===== src/sv/dss_pkg.sv =====
// ----------------------------------------------------------------------------
// dss_pkg
// Shared types and constants for the disk seek scheduler.
// ----------------------------------------------------------------------------
package dss_pkg;

  localparam int unsigned CylW       = 16;
  localparam int unsigned FcfsOutW   = 21;
  localparam int unsigned FcfsSumW   = 22;
  localparam int unsigned TravelW    = 17;
  localparam int unsigned CfgIdxW    = 2;
  localparam int unsigned CfgDataW   = 16;
  localparam int unsigned RequestsDef = 32;
  localparam logic [CylW-1:0] MaxCylReset = 16'd299;

  localparam logic [CfgIdxW-1:0] CfgHead  = 2'd0;
  localparam logic [CfgIdxW-1:0] CfgDir   = 2'd1;
  localparam logic [CfgIdxW-1:0] CfgMaxCyl = 2'd2;

  localparam logic KindEntry  = 1'b0;
  localparam logic KindTotals = 1'b1;

  typedef enum logic [1:0] {
    BkIdle,
    BkPrep,
    BkFirst,
    BkSecond
  } bk_state_e;

  // front -> back batch hand-off
  typedef struct packed {
    logic [FcfsOutW-1:0] fcfs;
  } batch_t;

endpackage


===== src/sv/disk_seek_scheduler.sv =====
// ----------------------------------------------------------------------------
// disk_seek_scheduler
// FCFS / SCAN / LOOK disk head scheduling over a batch of requests.
// ----------------------------------------------------------------------------
// channel   direction  handshake              payload
// request   in         req_valid_i/req_ready_o  request_cylinder_i
// result    out        out_valid_o/out_ready_i  item_kind_o .. last_item_o
// config    in         cfg_we_i                cfg_idx_i, cfg_data_i
//
// Front takes one request per cycle into the sorting chain; it stalls only
// while a full batch waits for the back. The back registers a batch snapshot,
// finds the split and the totals, then walks both sweep phases, emitting each
// served request and skipping those at the head, then the totals. The front
// loads the next batch meanwhile. Reset clears control only; no clearing pass.
module disk_seek_scheduler #(
  parameter int unsigned Requests = dss_pkg::RequestsDef
) (
  input  logic                          clk_i,
  input  logic                          rst_ni,
  input  logic                          cfg_we_i,
  input  logic [dss_pkg::CfgIdxW-1:0]   cfg_idx_i,
  input  logic [dss_pkg::CfgDataW-1:0]  cfg_data_i,
  input  logic                          req_valid_i,
  output logic                          req_ready_o,
  input  logic [dss_pkg::CylW-1:0]      request_cylinder_i,
  output logic                          out_valid_o,
  input  logic                          out_ready_i,
  output logic                          item_kind_o,
  output logic [dss_pkg::CylW-1:0]      served_cylinder_o,
  output logic [dss_pkg::FcfsOutW-1:0]  fcfs_travel_o,
  output logic [dss_pkg::TravelW-1:0]   scan_travel_o,
  output logic [dss_pkg::TravelW-1:0]   look_travel_o,
  output logic                          last_item_o
);

  logic [dss_pkg::CylW-1:0] head_q, maxc_q;
  logic                     dir_q;
  logic                     bvalid, btake;
  dss_pkg::batch_t          batch;
  logic [dss_pkg::CylW-1:0] sorted [Requests];

  always_ff @(posedge clk_i or negedge rst_ni) begin
    if (!rst_ni) begin
      head_q <= '0;
      dir_q  <= 1'b0;
      maxc_q <= dss_pkg::MaxCylReset;
    end else if (cfg_we_i) begin
      case (cfg_idx_i)
        dss_pkg::CfgHead:   head_q <= cfg_data_i;
        dss_pkg::CfgDir:    dir_q  <= cfg_data_i[0];
        dss_pkg::CfgMaxCyl: maxc_q <= cfg_data_i;
        default: ;
      endcase
    end
  end

  dss_front #(.Requests(Requests)) u_front (
    .clk_i, .rst_ni,
    .head_i(head_q),
    .req_valid_i, .req_ready_o,
    .req_cyl_i(request_cylinder_i),
    .batch_valid_o(bvalid),
    .batch_take_i(btake),
    .batch_o(batch),
    .sorted_o(sorted)
  );

  dss_back #(.Requests(Requests)) u_back (
    .clk_i, .rst_ni,
    .head_i(head_q), .dir_i(dir_q), .max_cyl_i(maxc_q),
    .batch_valid_i(bvalid), .batch_take_o(btake),
    .batch_i(batch), .sorted_i(sorted),
    .out_valid_o, .out_ready_i,
    .kind_o(item_kind_o), .cyl_o(served_cylinder_o),
    .fcfs_o(fcfs_travel_o), .scan_o(scan_travel_o),
    .look_o(look_travel_o), .last_o(last_item_o)
  );

  a_take_full: assert property (@(posedge clk_i) disable iff (!rst_ni)
    btake |-> bvalid) else $error("batch taken while not full");
  a_no_req_full: assert property (@(posedge clk_i) disable iff (!rst_ni)
    bvalid && !btake |=> !req_ready_o) else $error("ready while batch pending");
  a_last_kind: assert property (@(posedge clk_i) disable iff (!rst_ni)
    out_valid_o |-> (last_item_o == item_kind_o)) else $error("last/kind mismatch");

endmodule


===== src/sv/dss_front.sv =====
// ----------------------------------------------------------------------------
// dss_front
// Accepts requests, sums FCFS travel and keeps an insertion-sorted chain.
// ----------------------------------------------------------------------------
module dss_front #(
  parameter int unsigned Requests = dss_pkg::RequestsDef,
  localparam int unsigned CntW = $clog2(Requests + 1)
) (
  input  logic                        clk_i,
  input  logic                        rst_ni,
  input  logic [dss_pkg::CylW-1:0]    head_i,
  input  logic                        req_valid_i,
  output logic                        req_ready_o,
  input  logic [dss_pkg::CylW-1:0]    req_cyl_i,
  output logic                        batch_valid_o,
  input  logic                        batch_take_i,
  output dss_pkg::batch_t             batch_o,
  output logic [dss_pkg::CylW-1:0]    sorted_o [Requests]
);

  logic [dss_pkg::CylW-1:0]     srt_q [Requests];
  logic [dss_pkg::CylW-1:0]     srt_d [Requests];
  logic [CntW-1:0]              cnt_q, cnt_d;
  logic [dss_pkg::CylW-1:0]     prev_q, prev_d;
  logic [dss_pkg::FcfsSumW-1:0] sum_q, sum_d;
  logic                         full_q, full_d;
  logic [dss_pkg::CylW-1:0]     prev_eff, diff;
  logic                         take;

  assign req_ready_o   = !full_q;
  assign take          = req_valid_i && req_ready_o;
  assign batch_valid_o = full_q;
  assign sorted_o      = srt_q;
  assign batch_o.fcfs  = (sum_q > dss_pkg::FcfsSumW'((1 << dss_pkg::FcfsOutW) - 1))
                         ? {dss_pkg::FcfsOutW{1'b1}} : sum_q[dss_pkg::FcfsOutW-1:0];

  assign prev_eff = (cnt_q == '0) ? head_i : prev_q;
  assign diff     = (prev_eff >= req_cyl_i) ? prev_eff - req_cyl_i : req_cyl_i - prev_eff;

  always_comb begin
    srt_d  = srt_q;
    cnt_d  = cnt_q;
    prev_d = prev_q;
    sum_d  = sum_q;
    full_d = full_q;
    if (take) begin
      prev_d = req_cyl_i;
      sum_d  = sum_q + dss_pkg::FcfsSumW'(diff);
      cnt_d  = cnt_q + 1'b1;
      if (cnt_q == CntW'(Requests - 1)) full_d = 1'b1;
      for (int i = 0; i < Requests; i++) begin
        if (CntW'(i) < cnt_q) begin
          if (srt_q[i] > req_cyl_i) begin
            if (i == 0 || srt_q[(i == 0) ? 0 : i-1] <= req_cyl_i) srt_d[i] = req_cyl_i;
            else srt_d[i] = srt_q[(i == 0) ? 0 : i-1];
          end
        end else if (CntW'(i) == cnt_q) begin
          if (i != 0 && srt_q[(i == 0) ? 0 : i-1] > req_cyl_i)
            srt_d[i] = srt_q[(i == 0) ? 0 : i-1];
          else srt_d[i] = req_cyl_i;
        end
      end
    end
    if (full_q && batch_take_i) begin
      full_d = 1'b0;
      cnt_d  = '0;
      sum_d  = '0;
    end
  end

  always_ff @(posedge clk_i or negedge rst_ni) begin
    if (!rst_ni) begin
      cnt_q  <= '0;
      sum_q  <= '0;
      full_q <= 1'b0;
      prev_q <= '0;
    end else begin
      cnt_q  <= cnt_d;
      sum_q  <= sum_d;
      full_q <= full_d;
      prev_q <= prev_d;
    end
  end

  always_ff @(posedge clk_i) begin
    srt_q <= srt_d;
  end

endmodule


===== src/sv/dss_back.sv =====
// ----------------------------------------------------------------------------
// dss_back
// Holds a batch snapshot, walks the SCAN/LOOK order and emits the totals.
// ----------------------------------------------------------------------------
module dss_back #(
  parameter int unsigned Requests = dss_pkg::RequestsDef,
  localparam int unsigned IdxW = $clog2(Requests + 1)
) (
  input  logic                        clk_i,
  input  logic                        rst_ni,
  input  logic [dss_pkg::CylW-1:0]    head_i,
  input  logic                        dir_i,
  input  logic [dss_pkg::CylW-1:0]    max_cyl_i,
  input  logic                        batch_valid_i,
  output logic                        batch_take_o,
  input  dss_pkg::batch_t             batch_i,
  input  logic [dss_pkg::CylW-1:0]    sorted_i [Requests],
  output logic                        out_valid_o,
  input  logic                        out_ready_i,
  output logic                        kind_o,
  output logic [dss_pkg::CylW-1:0]    cyl_o,
  output logic [dss_pkg::FcfsOutW-1:0] fcfs_o,
  output logic [dss_pkg::TravelW-1:0] scan_o,
  output logic [dss_pkg::TravelW-1:0] look_o,
  output logic                        last_o
);

  localparam int unsigned AW = $clog2(Requests);

  dss_pkg::bk_state_e st_q, st_d;
  logic [dss_pkg::CylW-1:0]     buf_q [Requests];
  logic [dss_pkg::CylW-1:0]     h_q;
  logic                         dir_q;
  logic [dss_pkg::CylW-1:0]     m_q;
  logic [dss_pkg::FcfsOutW-1:0] fcfs_q;
  logic [IdxW-1:0]              split_q, split_d, idx_q, idx_d;
  logic                         ov_q, ov_d;
  logic                         kind_q, kind_d;
  logic [dss_pkg::CylW-1:0]     cyl_q, cyl_d;
  logic [dss_pkg::TravelW-1:0]  scan_q, scan_d, look_q, look_d;
  logic                         load, out_free, at_end, up_walk;
  logic [dss_pkg::CylW-1:0]     lo, hi, cur;
  logic [dss_pkg::TravelW-1:0]  d_hlo, d_hhi, d_mh, d_mlo, span;

  function automatic logic [dss_pkg::TravelW-1:0] adiff(
    input logic [dss_pkg::CylW-1:0] a, input logic [dss_pkg::CylW-1:0] b);
    adiff = (a >= b) ? dss_pkg::TravelW'(a - b) : dss_pkg::TravelW'(b - a);
  endfunction

  assign load     = batch_valid_i && (st_q == dss_pkg::BkIdle) && !ov_q;
  assign batch_take_o = load;
  assign out_free = !ov_q || out_ready_i;
  assign lo = buf_q[0];
  assign hi = buf_q[Requests-1];

  assign d_hlo = adiff(h_q, lo);
  assign d_hhi = adiff(h_q, hi);
  assign d_mh  = adiff(m_q, h_q);
  assign d_mlo = adiff(m_q, lo);
  assign span  = dss_pkg::TravelW'(hi - lo);

  // walk direction for current phase: first phase goes with sweep
  assign up_walk = (st_q == dss_pkg::BkFirst) ? dir_q : !dir_q;
  assign cur     = buf_q[idx_q[AW-1:0]];
  assign at_end  = up_walk ? (idx_q == IdxW'(Requests)) : (idx_q == '0);

  always_comb begin
    st_d    = st_q;
    split_d = split_q;
    idx_d   = idx_q;
    ov_d    = ov_q && !out_ready_i;
    kind_d  = kind_q;
    cyl_d   = cyl_q;
    scan_d  = scan_q;
    look_d  = look_q;
    case (st_q)
      dss_pkg::BkIdle: begin
        if (load) begin
          st_d    = dss_pkg::BkPrep;
          split_d = IdxW'(Requests);
          idx_d   = '0;
        end
      end
      dss_pkg::BkPrep: begin
        // one element per cycle split search
        if (idx_q == IdxW'(Requests)) begin
          st_d  = dss_pkg::BkFirst;
          idx_d = dir_q ? split_q : split_q;
          if (!dir_q) begin
            scan_d = (h_q >= hi) ? dss_pkg::TravelW'(h_q)
                                 : dss_pkg::TravelW'(h_q) + dss_pkg::TravelW'(hi);
            look_d = (h_q >= hi) ? d_hlo : d_hlo + span;
          end else begin
            scan_d = (h_q <= lo) ? d_mh : d_mh + d_mlo;
            look_d = (h_q <= lo) ? dss_pkg::TravelW'(hi - h_q) : d_hhi + span;
          end
        end else begin
          if (split_q == IdxW'(Requests) && cur > h_q) split_d = idx_q;
          idx_d = idx_q + 1'b1;
        end
      end
      dss_pkg::BkFirst, dss_pkg::BkSecond: begin
        if (at_end) begin
          if (st_q == dss_pkg::BkFirst) begin
            st_d  = dss_pkg::BkSecond;
            idx_d = split_q;
          end else if (out_free) begin
            st_d   = dss_pkg::BkIdle;
            ov_d   = 1'b1;
            kind_d = dss_pkg::KindTotals;
            cyl_d  = '0;
          end
        end else if (up_walk) begin
          if (cur == h_q) idx_d = idx_q + 1'b1;
          else if (out_free) begin
            idx_d  = idx_q + 1'b1;
            ov_d   = 1'b1;
            kind_d = dss_pkg::KindEntry;
            cyl_d  = cur;
          end
        end else begin
          if (buf_q[idx_q[AW-1:0] - 1'b1] == h_q) idx_d = idx_q - 1'b1;
          else if (out_free) begin
            idx_d  = idx_q - 1'b1;
            ov_d   = 1'b1;
            kind_d = dss_pkg::KindEntry;
            cyl_d  = buf_q[idx_q[AW-1:0] - 1'b1];
          end
        end
      end
      default: st_d = dss_pkg::BkIdle;
    endcase
  end

  always_comb begin
    out_valid_o = ov_q;
    kind_o      = kind_q;
    cyl_o       = (kind_q == dss_pkg::KindEntry) ? cyl_q : '0;
    fcfs_o      = (kind_q == dss_pkg::KindTotals) ? fcfs_q : '0;
    scan_o      = (kind_q == dss_pkg::KindTotals) ? scan_q : '0;
    look_o      = (kind_q == dss_pkg::KindTotals) ? look_q : '0;
    last_o      = (kind_q == dss_pkg::KindTotals);
  end

  always_ff @(posedge clk_i or negedge rst_ni) begin
    if (!rst_ni) begin
      st_q    <= dss_pkg::BkIdle;
      ov_q    <= 1'b0;
      idx_q   <= '0;
      split_q <= '0;
      kind_q  <= dss_pkg::KindEntry;
    end else begin
      st_q    <= st_d;
      ov_q    <= ov_d;
      idx_q   <= idx_d;
      split_q <= split_d;
      kind_q  <= kind_d;
    end
  end

  always_ff @(posedge clk_i) begin
    cyl_q  <= cyl_d;
    scan_q <= scan_d;
    look_q <= look_d;
    if (load) begin
      buf_q  <= sorted_i;
      h_q    <= head_i;
      dir_q  <= dir_i;
      m_q    <= max_cyl_i;
      fcfs_q <= batch_i.fcfs;
    end
  end

endmodule


===== config.mk =====
export PLATFORM = sky130hd
export DESIGN_NAME = disk_seek_scheduler
export DESIGN_NICKNAME = d
export VERILOG_FILES = /design/src/sv/dss_pkg.sv /design/src/sv/disk_seek_scheduler.sv /design/src/sv/dss_front.sv /design/src/sv/dss_back.sv
export SDC_FILE = /design/constraint.sdc
export NUM_CORES = 2
export LEC_CHECK = 0
export BUFFER_PORTS_ARGS = -buffer_cell sky130_fd_sc_hd__buf_2
export CAP_MARGIN = 20
export CORE_MARGIN = 10
export CORE_UTILIZATION = 55
export CTS_CLUSTER_SIZE = 40
export DETAILED_ROUTE_END_ITERATION = 16
export PLACE_DENSITY = 0.74
export SLEW_MARGIN = 10
export SYNTH_ARGS = -nofsm -noshare
export SYNTH_HDL_FRONTEND = slang
export SYNTH_SLANG_ARGS = --single-unit

===== constraint.sdc =====
create_clock -name clk_i -period 17.7 [get_ports clk_i]
set_input_delay 3.54 -clock clk_i [delete_from_list [all_inputs] [get_ports clk_i]]
set_output_delay 3.54 -clock clk_i [all_outputs]
set_load 0.01 [all_outputs]

==> results.cfg <==
[die]
rows = 138
die_w_um = 396
start_util_pct = 55.2
die-area_um2 = 157000
core-area_um2 = 141000
die_y_um = 396
io_pins = 114

[clock_tree]
clk_pin_slew_worst_paths_ns = 0.06
cts_hold_buf = 0
cts_root_buf = clkbuf_16
clock_sinks = 1222
cts_buffers = 135
htree_levels = 4
cts_resized = 0
clk_latency_ns = 0.79
cts_buffer_depth = 3
cts_setup_buffers = 0
cts_tree = yes

[drt]
vias_per_cell = 6.76
antenna_left = 0
wl_per_cell_um = 30.5
firstDrtPassIters = 8
routed_wirelength_um = 258000
post-route-drc-count = 0
vias = 57000
drt-initial-drc-count = 6508

[pwr]
switching_share_pct = 39.3
p_comb_share_pct = 42.5
power.density_nw_per_um2 = 139
p_int_uw = 7180
ir_worst_vdd_v = 0.000131
p_seq_share_pct = 34.0
leakage_uw = 0.0327
power_uw = 11800
p_sw_uw = 4650
clockPowerShare_pct = 23.5

[worst_setup_path]
crit_arrival_ns = 10.09
setup.worst_path.start_class = input port
worst-path-buf-inv = 3
cp.required_ns = 18.32
crit_path_max_fanout = 23
crit_path_end_kind = register
critPathMaxStageDelay_ns = 0.74
path_delay_family = compound AO/OA/AOI/OAI gates
crit_type = in2reg
cpMaxStageDelayCell = buf_2
cp_cell_sequence = buf_2 > inv_2 > ha_1 > and2_0 > nand3_1 > o21bai_1 > a21boi_2 > buf_4 > mux2_2 > a221oi_1 > a21oi_1 > a221oi_1 > nor2_1 > a211oi_1 > ha_1 > and3_1 > a211o_1 > a21oi_1 > xor2_1 > o21ai_0

[synthesis]
synth_flop_cell = edfxtp_1
synth_enable_flop_cells = 1128
ys_ff_latch = 1222
synth_cells = 6365
yosys_warnings = 0
netlist-cell-type-count = 93
netlist_area_um2 = 77900
syn_nets = 7214
ys_async_sr_fraction_pct = 7.69
syn_avg_cell_area_um2 = 12.2
synth_seq_area_share_pct = 46.5

[global_routing]
grt_max_degree = 171
antenna_found_initial = 20
gr-total-overflow = 0
grt_pass1_wl_um = 375000
grt.total_usage_pct = 32.0
grt_pass1_vias = 56200

[layout]
final.fill_count = 11000
regArea_um2 = 36200
multi_input_area_um2 = 39600
finish.net_count = 7289
area_delta_synth_final_pct = 9.26
drive_gt1_share_pct = 18.9

[sta]
tightest_slew_ns = 1.19
maxSlewHeadroom_pct = 20.4
setup_tns_ns = 0
slew_violations = 0
finClkSkew_ns = 0.0471
fmax_mhz = 106
finalHoldViolations = 0
min_period_over_period_pct = 53.5
setup_violations = 0
fin_crit_ns = 9.47
grt_setup_unrepaired = no

[placed_design]
hpwl_um = 191000
io_buffers = 113
place_congestion = 1.00

[outcome]
outcome = completed

[flow_run]
drv_cap = 0

[worst_hold_path]
min-delay-path-class = reg2reg
-- final timing paths --
kind / startpoint / end / slack, ns / depth (start not counted)
hold reg to reg: maxc_q[10] / u_back.m_q[10] / 0.44 / 0
min in group asynchronous: rst_ni / u_front.prev_q[11] / 2.78 / 1
max in group asynchronous: rst_ni / u_back.idx_q[0] / 13.66 / 2
setup reg to reg: u_front.cnt_q[0] / u_front.sum_q[15] / 9.81 / 27
setup / recovery: request_cylinder_i[11] / u_front.sum_q[15] / 8.23 / 20
hold / removal: maxc_q[10] / u_back.m_q[10] / 0.44 / 0
-- synth_stat cells (all sizes together), types with 20 or more instances --
cell | number | area share (%)
o21bai | 41 | 0.40
o21a | 162 | 1.6
buf | 63 | 0.53
xnor2 | 124 | 1.4
nand2b | 48 | 0.39
a211oi | 45 | 0.43
nand3 | 91 | 0.58
edfxtp | 1128 | 43
nand4 | 140 | 1.1
or2 | 33 | 0.27
mux4 | 287 | 8.3
o21ai | 437 | 2.8
nand2 | 488 | 2.4
and3 | 23 | 0.18
o22ai | 40 | 0.32
clkbuf | 253 | 1.2
inv | 235 | 1.1
a21o | 186 | 1.8
xor2 | 53 | 0.61
a221oi | 23 | 0.27
mux2 | 386 | 5.6
nor2 | 210 | 1.0
a31oi | 33 | 0.27
and2 | 72 | 0.58
ha | 794 | 13
a21oi | 361 | 2.3
nor2b | 115 | 0.92
or3 | 20 | 0.16
nor3 | 64 | 0.41
dfrtp | 89 | 2.9
mux2i | 70 | 0.90
nor4 | 20 | 0.16
-- placed cells by master, fill, tap and decap left out, types with 135 or more instances in the layout --
master     count
a21o_1       185
a21oi_1      348
buf_4        135
clkbuf_16    142
edfxtp_1    1128
ha_1         793
inv_1        217
mux2_2       381
mux4_2       287
nand2_1      487
nand4_1      140
nor2_1       204
o21a_1       162
o21ai_0      429
-- power groups by stage --
stage	registers (µW)	logic [µW]	clock network, µW
final	4020	5030	2780
after global placement	4060	4740	0
after global routing	4040	5270	2900
after detailed placement	4070	4820	0
after floorplan	3860	3260	0
after CTS	4010	4850	2800
-- through the flow --
step / hold slack (ns) / area, µm² / utilization (%) / setup slack (ns) / std cells
after floorplan: 0.419 / 77900 / - / 1.70 / 6365
after global placement: 0.427 / 80800 / 57.2 / 7.39 / 8187
after detailed placement: 0.431 / 80800 / 57.2 / 7.46 / 8187
after CTS: 0.444 / 85000 / 60.3 / 8.28 / 8427
after global routing: 0.453 / 85100 / 60.3 / 7.64 / 8433
final: 0.443 / 85100 / 60.3 / 8.23 / 8437
-- cell families (layout without fill, tap and decap cells) --
group	count (synthesis)	in the layout	share of synthesized area, %
AOI/OAI and AO/OA	1505	1505	12.2
xor gates and xnor gates	177	177	2.00
adders and majority gates	810	810	13.2
buffers and inverters	557	735	2.91
DFF	1222	1222	46.5
muxes	743	743	14.8
other	0	4	0
and+or+nand+nor	1351	1351	8.43
-- cell type report --
type	instances	share of cell area, %
well taps	1890	2.78
flip-flops and latches	1222	42.6
repair buffers	254	1.96
clock inverters	59	0.595
inverters	241	1.07
diodes	4	0.0118
clock buffers	181	4.41
multi-input cells	4586	46.6
-- flip-flops by register name (all words and copies together) (netlist names), 16 cells and up --
| name | count |
|---|---|
| u_front.sorted_o | 512 |
| head_q | 16 |
| u_back.lo | 16 |
| u_back.cyl_q | 16 |
| u_back.scan_q | 17 |
| u_back.h_q | 16 |
| u_back.fcfs_q | 21 |
| u_front.prev_q | 16 |
| u_back.look_q | 17 |
| u_front.sum_q | 22 |
| u_back.m_q | 16 |
| u_back.hi | 16 |
| u_back.buf_q | 480 |
| maxc_q | 16 |
-- per-layer routing --
metal  part of all wire [%]  track usage, %
met5                 0.0066               0
met4                    7.8            21.0
met3                     10            7.84
met2                     45            49.4
met1                     37            40.0
(Power assumes the default switching activity.)
